[config.mk]
export PLATFORM = sky130hd
export DESIGN_NAME = round_robin_pairing_generator_core
export DESIGN_NICKNAME = d
export VERILOG_FILES = /design/src/design/rrpg_pkg.sv /design/src/design/rrpg_ctrl.sv /design/src/design/rrpg_datapath.sv /design/src/design/round_robin_pairing_generator_core.sv
export SDC_FILE = /design/constraint.sdc
export NUM_CORES = 1
export LEC_CHECK = 0
export ABC_AREA = 1
export BUFFER_PORTS_ARGS = -buffer_cell sky130_fd_sc_hd__buf_2
export CAP_MARGIN = 20
export CORE_MARGIN = 2
export CORE_UTILIZATION = 60
export CTS_BUF_LIST = sky130_fd_sc_hd__clkbuf_4
export DETAILED_ROUTE_END_ITERATION = 6
export HOLD_SLACK_MARGIN = 0.05
export PLACE_DENSITY_LB_ADDON = 0.3
export SYNTH_ARGS = -nofsm -noshare
export SYNTH_HDL_FRONTEND = slang
export SYNTH_HIERARCHICAL = 1
export SYNTH_SLANG_ARGS = --single-unit
[constraint.sdc]
create_clock -name clk -period 5 [get_ports clk]
set_clock_uncertainty 0.1 [all_clocks]
set_input_delay 0.25 -clock clk [delete_from_list [all_inputs] [get_ports clk]]
set_output_delay 0.25 -clock clk [all_outputs]
set_load 0.01 [all_outputs]
[src/design/rrpg_pkg.sv]
`timescale 1ns / 1ps
`default_nettype none

package rrpg_pkg;

  localparam int VTX_W            = 7;   // vertex index / round number
  localparam int NUM_W            = 8;   // vertex count register
  localparam int CNT_W            = 6;   // pairs left in a round, minus one
  localparam int MAX_VERTICES_DEF = 128;

  // controller -> datapath
  typedef struct packed {
    logic load;   // capture a round and set up the first pair
    logic push;   // move the current pair into the output register, advance
  } dp_cmd_t;

  // datapath -> controller
  typedef struct packed {
    logic last;   // current pair is the final one of the round
  } dp_status_t;

endpackage

`default_nettype wire

[src/design/rrpg_ctrl.sv]
`timescale 1ns / 1ps
`default_nettype none

module rrpg_ctrl import rrpg_pkg::*; (
  input  logic       clk,
  input  logic       rst,
  input  logic       in_valid,
  output logic       in_ready,
  output logic       out_valid,
  input  logic       out_ready,
  input  dp_status_t status,
  output dp_cmd_t    cmd
);

  typedef enum logic [1:0] {
    S_IDLE = 2'b01,
    S_RUN  = 2'b10
  } state_t;

  state_t state;
  state_t state_next;
  logic   out_valid_next;
  logic   slot_free;

  assign in_ready  = (state == S_IDLE);
  assign slot_free = !out_valid || out_ready;

  always_comb begin
    cmd.load = in_valid && in_ready;
    cmd.push = (state == S_RUN) && slot_free;
  end

  always_comb begin
    state_next = state;
    unique case (state)
      S_IDLE: begin
        if (cmd.load) begin
          state_next = S_RUN;
        end
      end
      S_RUN: begin
        if (cmd.push && status.last) begin
          state_next = S_IDLE;
        end
      end
      default: state_next = S_IDLE;
    endcase
  end

  always_comb begin
    if (cmd.push) begin
      out_valid_next = 1'b1;
    end else if (out_ready) begin
      out_valid_next = 1'b0;
    end else begin
      out_valid_next = out_valid;
    end
  end

  always_ff @(posedge clk) begin
    if (rst) begin
      state     <= S_IDLE;
      out_valid <= 1'b0;
    end else begin
      state     <= state_next;
      out_valid <= out_valid_next;
    end
  end

endmodule

`default_nettype wire

[src/design/rrpg_datapath.sv]
`timescale 1ns / 1ps
`default_nettype none

module rrpg_datapath import rrpg_pkg::*; #(
  parameter int MAX_VERTICES = MAX_VERTICES_DEF
) (
  input  logic             clk,
  input  logic             rst,
  input  logic             cfg_wr_en,
  input  logic [NUM_W-1:0] cfg_wr_data,
  input  logic [VTX_W-1:0] round_number,
  input  dp_cmd_t          cmd,
  output dp_status_t       status,
  output logic [VTX_W-1:0] low_vertex,
  output logic [VTX_W-1:0] high_vertex,
  output logic             last_pair,
  output logic             empty_round
);

  localparam logic [NUM_W-1:0] MAX_N = NUM_W'(MAX_VERTICES);

  logic [NUM_W-1:0] vertex_count;

  // round context
  logic [VTX_W-1:0] rnd;
  logic [VTX_W-1:0] m_val;      // n-1: circle size (even) or jump target (odd)
  logic             odd_mode;
  logic             first;
  logic             empty_flag;

  // current pair and pairs left
  logic [VTX_W-1:0] a;
  logic [VTX_W-1:0] b;
  logic [CNT_W-1:0] cnt;

  // set-up terms
  logic [NUM_W-1:0] n_m1;
  logic [NUM_W-1:0] r_ext;
  logic [VTX_W-1:0] total_m1;
  logic             too_few;
  logic             out_of_range;
  logic             load_empty;
  logic [VTX_W-1:0] load_a;
  logic [VTX_W-1:0] load_b;

  // step terms
  logic [NUM_W-1:0] a_p2;
  logic             jump;
  logic [VTX_W-1:0] m_m1;
  logic [VTX_W-1:0] dec_a;
  logic [VTX_W-1:0] inc_src;
  logic [VTX_W-1:0] inc_b;
  logic [VTX_W-1:0] a_next;
  logic [VTX_W-1:0] b_next;

  always_comb begin
    n_m1         = vertex_count - NUM_W'(1);
    r_ext        = {1'b0, round_number};
    total_m1     = vertex_count[NUM_W-1:1] - VTX_W'(1);
    too_few      = (vertex_count <= NUM_W'(1)) || (vertex_count > MAX_N);
    out_of_range = vertex_count[0] ? (r_ext >= vertex_count) : (r_ext >= n_m1);
    load_empty   = too_few || out_of_range;
    if (load_empty) begin
      load_a = '0;
      load_b = '0;
    end else if (vertex_count[0]) begin
      // odd: (0, r), or straight to (r+1, n-1) when round 0 has no low segment
      load_a = (round_number != '0) ? VTX_W'(0) : VTX_W'(1);
      load_b = (round_number != '0) ? round_number : n_m1[VTX_W-1:0];
    end else begin
      // even: the round's own vertex against the centre
      load_a = round_number;
      load_b = n_m1[VTX_W-1:0];
    end
  end

  always_comb begin
    a_p2    = {1'b0, a} + NUM_W'(2);
    jump    = a_p2 >= {1'b0, b};
    m_m1    = m_val - VTX_W'(1);
    dec_a   = (a == '0) ? m_m1 : a - VTX_W'(1);
    inc_src = first ? rnd : b;
    inc_b   = (inc_src == m_m1) ? VTX_W'(0) : inc_src + VTX_W'(1);
    if (odd_mode) begin
      a_next = jump ? rnd + VTX_W'(1) : a + VTX_W'(1);
      b_next = jump ? m_val : b - VTX_W'(1);
    end else begin
      a_next = dec_a;
      b_next = inc_b;
    end
  end

  assign status.last = (cnt == '0);

  always_ff @(posedge clk) begin
    if (rst) begin
      vertex_count <= NUM_W'(2);
    end else if (cfg_wr_en) begin
      vertex_count <= cfg_wr_data;
    end
  end

  always_ff @(posedge clk) begin
    if (cmd.load) begin
      rnd        <= round_number;
      m_val      <= n_m1[VTX_W-1:0];
      odd_mode   <= vertex_count[0];
      first      <= 1'b1;
      empty_flag <= load_empty;
      a          <= load_a;
      b          <= load_b;
      cnt        <= load_empty ? CNT_W'(0) : total_m1[CNT_W-1:0];
    end else if (cmd.push) begin
      first <= 1'b0;
      a     <= a_next;
      b     <= b_next;
      cnt   <= cnt - CNT_W'(1);
    end
  end

  always_ff @(posedge clk) begin
    if (cmd.push) begin
      low_vertex  <= (a < b) ? a : b;
      high_vertex <= (a < b) ? b : a;
      last_pair   <= status.last;
      empty_round <= empty_flag;
    end
  end

endmodule

`default_nettype wire

[src/design/round_robin_pairing_generator_core.sv]
`timescale 1ns / 1ps
`default_nettype none

// Round-robin pairing generator (circle method). Write the participant count
// through cfg_wr_en/cfg_wr_data (reset value 2) while the block is idle, then
// send round numbers on the input channel; each round comes back as a burst of
// pairs, smaller vertex first, with last_pair on the final transfer. Odd counts
// n have rounds 0..n-1 and (n-1)/2 pairs (one vertex sits out); even counts have
// rounds 0..n-2 and n/2 pairs, the first always against vertex n-1. A round out
// of range, or a count below 2 or above MAX_VERTICES, gives one transfer with
// empty_round and last_pair set and both vertices zero. Once a round is taken,
// the single pair-stepping unit gives one pair per cycle while out_ready is
// held high; a stalled output holds the pair stepping.
// in_ready drops while a round is being stepped out and rises again as soon as
// the final pair sits in the output register, so the next round can be taken
// while that pair still waits for its transfer.

module round_robin_pairing_generator_core import rrpg_pkg::*; #(
  parameter int MAX_VERTICES = MAX_VERTICES_DEF
) (
  input  logic             clk,
  input  logic             rst,
  // configuration
  input  logic             cfg_wr_en,
  input  logic [NUM_W-1:0] cfg_wr_data,
  // round request
  input  logic             in_valid,
  output logic             in_ready,
  input  logic [VTX_W-1:0] round_number,
  // pair results
  output logic             out_valid,
  input  logic             out_ready,
  output logic [VTX_W-1:0] low_vertex,
  output logic [VTX_W-1:0] high_vertex,
  output logic             last_pair,
  output logic             empty_round
);

  dp_cmd_t    cmd;
  dp_status_t status;

  // sequencing: takes a round, then pushes one pair per free output slot
  rrpg_ctrl u_ctrl (
    .clk       (clk),
    .rst       (rst),
    .in_valid  (in_valid),
    .in_ready  (in_ready),
    .out_valid (out_valid),
    .out_ready (out_ready),
    .status    (status),
    .cmd       (cmd)
  );

  // count register, pair stepping and the output register
  rrpg_datapath #(
    .MAX_VERTICES (MAX_VERTICES)
  ) u_dp (
    .clk          (clk),
    .rst          (rst),
    .cfg_wr_en    (cfg_wr_en),
    .cfg_wr_data  (cfg_wr_data),
    .round_number (round_number),
    .cmd          (cmd),
    .status       (status),
    .low_vertex   (low_vertex),
    .high_vertex  (high_vertex),
    .last_pair    (last_pair),
    .empty_round  (empty_round)
  );

endmodule

`default_nettype wire

# Yosys cells after proc, flatten, opt, wreduce, memory -nomap -nowiden
# Index checks and enable logic that the tools add are counted.
dict set report classes {
  mul 0
  n_addsub 10
  n_bitwise 0
  n_eq_ne 5
  n_mux 28
  order_cmp 6
  n_reduce_logical 13
  n_div 0
  n_shift 0
}
# operator n
set ops {}
lappend ops {{$mux 7} 18}
lappend ops {{$add 7x1->7 const B} 3}
lappend ops {{$sub 7x1->7 const B} 3}
lappend ops {{$mux 6} 3}
lappend ops {{$ge 7x8->1} 2}
lappend ops {{$sub 6x1->6 const B} 2}
lappend ops {{$add 7x2->8 const B} 1}
lappend ops {{$ge 8x7->1} 1}
lappend ops {{$gt 8x8->1 const B} 1}
lappend ops {{$le 8x1->1 const B} 1}
lappend ops {{$sub 8x1->8 const B} 1}
lappend ops {{$eq 7x7->1} 1}
lappend ops {{$logic_not 7->1} 1}
lappend ops {{$lt 7x7->1} 1}
lappend ops {{$reduce_bool 7->1} 1}
lappend ops {{$logic_not 6->1} 1}
lappend ops {{$mux 1} 4}
lappend ops {{$mux 2} 2}
lappend ops {{$ne 2x2->1 const B} 2}
lappend ops {{$pmux 2 s2} 1}
lappend ops {{$reduce_bool 2->1} 2}
lappend ops {{$logic_and 1x1->1} 3}
lappend ops {{$logic_or 1x1->1} 3}
lappend ops {{$eq 2x1->1 const B} 1}
lappend ops {{other kinds (3)} 3}
dict set report word_totals {
  elab_cells 77
  mem_count 0
  mem_bits_rw 0
  mem_bits_ro 0
  latch_bits 0
  output_inout_bits 18
  ff_bits 64
}

# Depth between registers and ports, before layout
dict set report depth {
  depth_word 6
  depth_mapped 22
}

# Modules after synthesis
# Netlist, hierarchy kept.
# mod area_per_inst_um2 instances cells_per_inst
set modules_own_cells {}
lappend modules_own_cells {rrpg_datapath 4670.7 1 590}
lappend modules_own_cells {rrpg_ctrl 140.1 1 20}

# Least setup slack after synthesis
# OpenSTA, ideal clock, no wires.
dict set report synth_timing {
  path_kind {reg2reg}
  from {register u_dp.a[2]}
  to {register u_dp.a[6], data pin}
  setup_slack_ns 2.182
  n_path_buf 1
  synth_period_minus_slack_ns 2.818
  t_arrival_ns 2.465
  stages_incl_launch_ff 21
  cell_sequence {edfxtp_1 -> ha_1 -> nand3_2 -> xor2_1 -> ha_1 -> nand2_1 -> nand2_1 -> nand2_1 -> nand2_1 -> nor2_4 -> nand2_4 -> buf_6 -> nand2_1 -> nand2_2 -> ha_1 -> nand2_4 -> nor2_2 -> nand3_1 -> nand3_1 -> nand2_1 -> nand2_1}
}
dict set report synth_via {
  elab_chain_len 6
  elab_cells_between_ends 10
  classes_between {add/sub (3); order compare (1); mux (5); reduce/logical (1)}
}
# element line_no
set synth_lines {}
lappend synth_lines {{start: declaration} rrpg_datapath.sv:32} ;# logic [VTX_W-1:0] a;
lappend synth_lines {{start signal: assignment} rrpg_datapath.sv:110} ;# a <= load_a;
lappend synth_lines {{start signal: assignment} rrpg_datapath.sv:115} ;# a <= a_next;
lappend synth_lines {{$add 7x2->8} rrpg_datapath.sv:78} ;# a_p2 = {1'b0, a} + NUM_W'(2);
lappend synth_lines {{$ge 8x7->1} rrpg_datapath.sv:79} ;# jump = a_p2 >= {1'b0, b};
lappend synth_lines {{$mux 7} rrpg_datapath.sv:85} ;# a_next = jump ? rnd + VTX_W'(1) : a + VTX_W'(1);
lappend synth_lines {{$mux 7 (*)} rrpg_datapath.sv:84} ;# if (odd_mode) begin
lappend synth_lines {{$mux 7 (*)} rrpg_datapath.sv:113} ;# end else if (cmd.push) begin
lappend synth_lines {{$mux 7 (*)} rrpg_datapath.sv:104} ;# if (cmd.load) begin
# Mark *: on every way between the ends. The rest lies on a longest branch, timed or not. The select of a mux whose other input is x is not followed.
# A chain may end at the register's enable or synchronous reset.

# Worst setup path after layout
dict set report layout_timing {
  from {register u_dp.a[4]}
  to {register u_dp.a[6], data pin}
}
# The elaborated chain is that of the path after synthesis.

==> metrics.yaml <==
yosys:
  yosys_warnings: 6
  synth-edff-count: 52
  syn-num-nets: 672
  ys_types: 42
  ys_seq_elements: 64
  synth_top_flop_cell: "edfxtp_1"
  netlist_instances: 610
  postSynthAreaPerCell_um2: 7.89
  syn_area_um2: 4810
  ys_seq_area_share_pct: 37.5
  async_flop_share_pct: 0
worst_setup_path:
  worstPathArrival_ps: 3390
  crit_path_max_fanout: 21
  cp-end-kind: "flip-flop"
  crit_type: "reg -> reg"
  required_ps: 5090
  worst_setup_path_start_kind: "flip-flop"
sta:
  rsz0062_at_grt: "no"
  post-route-period-util_pct: 65.9
  hold_violations: 0
  relSlewSlack_pct: 40.0
  min_period_ps: 3300
  final-setup-viol-count: 0
  worst_slew_pin_slew_ps: 899
  whs_ps: 93.2
  fmax_ghz: 0.303
  finalSetupTns_ps: 0
  maxSlewViolCount: 0
pwr:
  p_leak_uw: 0.00251
  max-vdd-ir-drop_uv: 146
  power.density_nw_per_um2: 321
detailed_routing:
  wl_mm: 12.1
  drc: 0
  vias: 4286
  postRouteAntennaNets: 0
  viasPerCell: 5.58
  drt_iter0_markers: 255
  first_pass_iters: 5
  wire_per_inst_um: 15.7
floorplanning:
  ios: 38
  die_y_um: 93.5
  die_x_um: 93.5
  row_count: 32
  initial_utilization_pct: 61.9
  coreArea_um2: 7770
  die_area_um2: 8750
global_routing:
  grt_pass1_vias: 4138
  grt_usage_pct: 29.4
  antenna_found_initial: 0
  grt_overflow_total: 0
  grt_max_degree: 29
  grt_pass1_wl_mm: 19.7
clock_tree:
  root_buffer: "clkbuf_4"
  cts_buffer_depth: 2
  h-tree-depth: 3
  worstSkewPairLatency_ps: 440
  numCtsBuffers: 9
  post_cts_buffers: 0
  cts_tree: "yes"
  path_clk_slew_ps: 110
  cts.sinks: 64
  cts_resized: 0
  cts_hold_buf: 19
cells_and_area:
  area_growth_pct: 11.5
  diodes: 0
  final_common_cell: "nand2_1"
  final_cell_mix: "nand2_1 (139), inv_1 (78), nand3_1 (53)"
  drive_above_1_share_pct: 12.9
  fillCellCount: 630
  final_core_util_pct: 69.1
  fin_nets: 723
placement:
  port-buffer-count: 37
  place_congestion: 0.979
  post-dp-hpwl_mm: 9.11
outcome:
  outcome: "finished clean"
min_path:
  hp-class: "in -> reg"
job:
  max-cap-violations: 0
sequential cells by signal, summed over array words and instances, names as in the netlist:
register and cells:
u_ctrl/out_valid 1, u_ctrl/state 2, u_dp/a 7, u_dp/b 7, u_dp/cnt 6, u_dp/empty_flag 1
u_dp/empty_round 1, u_dp/first 1, u_dp/high_vertex 7, u_dp/last_pair 1, u_dp/low_vertex 7, u_dp/m_val 7
u_dp/odd_mode 1, u_dp/rnd 7, u_dp/vertex_count 8
path summary, 6_finish.rpt:
path / endpoint / slack (ps) / startpoint / depth (start not counted)
worst min register to register: u_dp/empty_round$_DFFE_PP_ / 350 / u_dp/empty_flag$_DFFE_PP_ / 0
worst max-delay path: u_dp/a[6]$_DFFE_PP_ / 1700 / u_dp/a[4]$_DFFE_PP_ / 17
worst max register to register: u_dp/a[6]$_DFFE_PP_ / 1700 / u_dp/a[4]$_DFFE_PP_ / 17
worst min-delay path: u_dp/vertex_count[0]$_SDFFE_PP0P_ / 90 / cfg_wr_data[0] / 3
Yosys cell counts, drive strengths merged (3+ instances only):
| master | count | area (um^2) |
|---|---|---|
| nand4 | 3 | 18.8 |
| nand2 | 147 | 587 |
| xnor2 | 8 | 70.1 |
| dfxtp | 12 | 240 |
| xor2 | 28 | 245 |
| o211ai | 9 | 67.6 |
| a21oi | 33 | 169 |
| nor2 | 38 | 158 |
| nand3 | 55 | 285 |
| edfxtp | 52 | 1560 |
| ha | 42 | 526 |
| buf | 12 | 68.8 |
| clkbuf | 7 | 26.3 |
| o21ai | 51 | 267 |
| inv | 82 | 308 |
| or2 | 6 | 37.5 |
| nor3 | 11 | 60.1 |
| a22oi | 4 | 30.0 |
metal layers:
metal  wire, um  GRT usage, %  part of all wire (%)
met1       4980          36.5                    41
met2       5890          50.2                    49
met3        737          3.95                   6.1
met4        444          14.5                   3.7
met5          0             0                     0
cells by family (layout without fill, tap and decap cells):
family | Yosys count | count (layout) | synth area share (%)
simple gates | 263 | 263 | 24.3
compound gates | 104 | 104 | 12.4
buf+inv | 101 | 157 | 8.37
flops | 64 | 64 | 37.5
fa+ha+maj | 42 | 42 | 10.9
xor+xnor | 36 | 36 | 6.55
power by group:
part           internal (uW)  leakage (uW)  switching, uW  total, uW
combinational            247       0.00185            447        694
sequential               657      0.000592           58.4        716
clock                    102     0.0000664            209        311
total                   1010       0.00251            715       1720
critical path, cell delays in order (launching register included):
cell,delay [ps]
edfxtp_1,600
inv_1,170
nor3_1,240
xor2_1,100
ha_1,300
and3_1,160
nand2_1,150
nand2_4,240
nand2_1,110
nand2_2,120
ha_1,230
nand2_4,70
nor2_2,140
nand2_1,60
nand2_1,70
nand3_1,70
nand2_1,90
nand2_1,50
layout make-up:
class                   count  area (um^2)  area share [%]
clock buffers               9         67.6            1.26
clock inverters             7         46.3           0.863
inverters                  82          308            5.74
multi-input cells         445         2620            48.8
flip-flops and latches     64         1800            33.6
well taps                 102          128            2.38
repair buffers             59          398            7.42
through the flow:
step | instance area (um^2) | setup WS (ps) | total power, uW | cells
floorplan | 4810 | 2180 | 1240 | 610
global placement | 5060 | 1780 | 1380 | 733
detailed placement | 5060 | 1760 | 1400 | 733
CTS | 5360 | 1730 | 1720 | 768
global route | 5360 | 1420 | 1840 | 768
finish | 5360 | 1700 | 1720 | 768
Power figures use the tool's default switching activity.
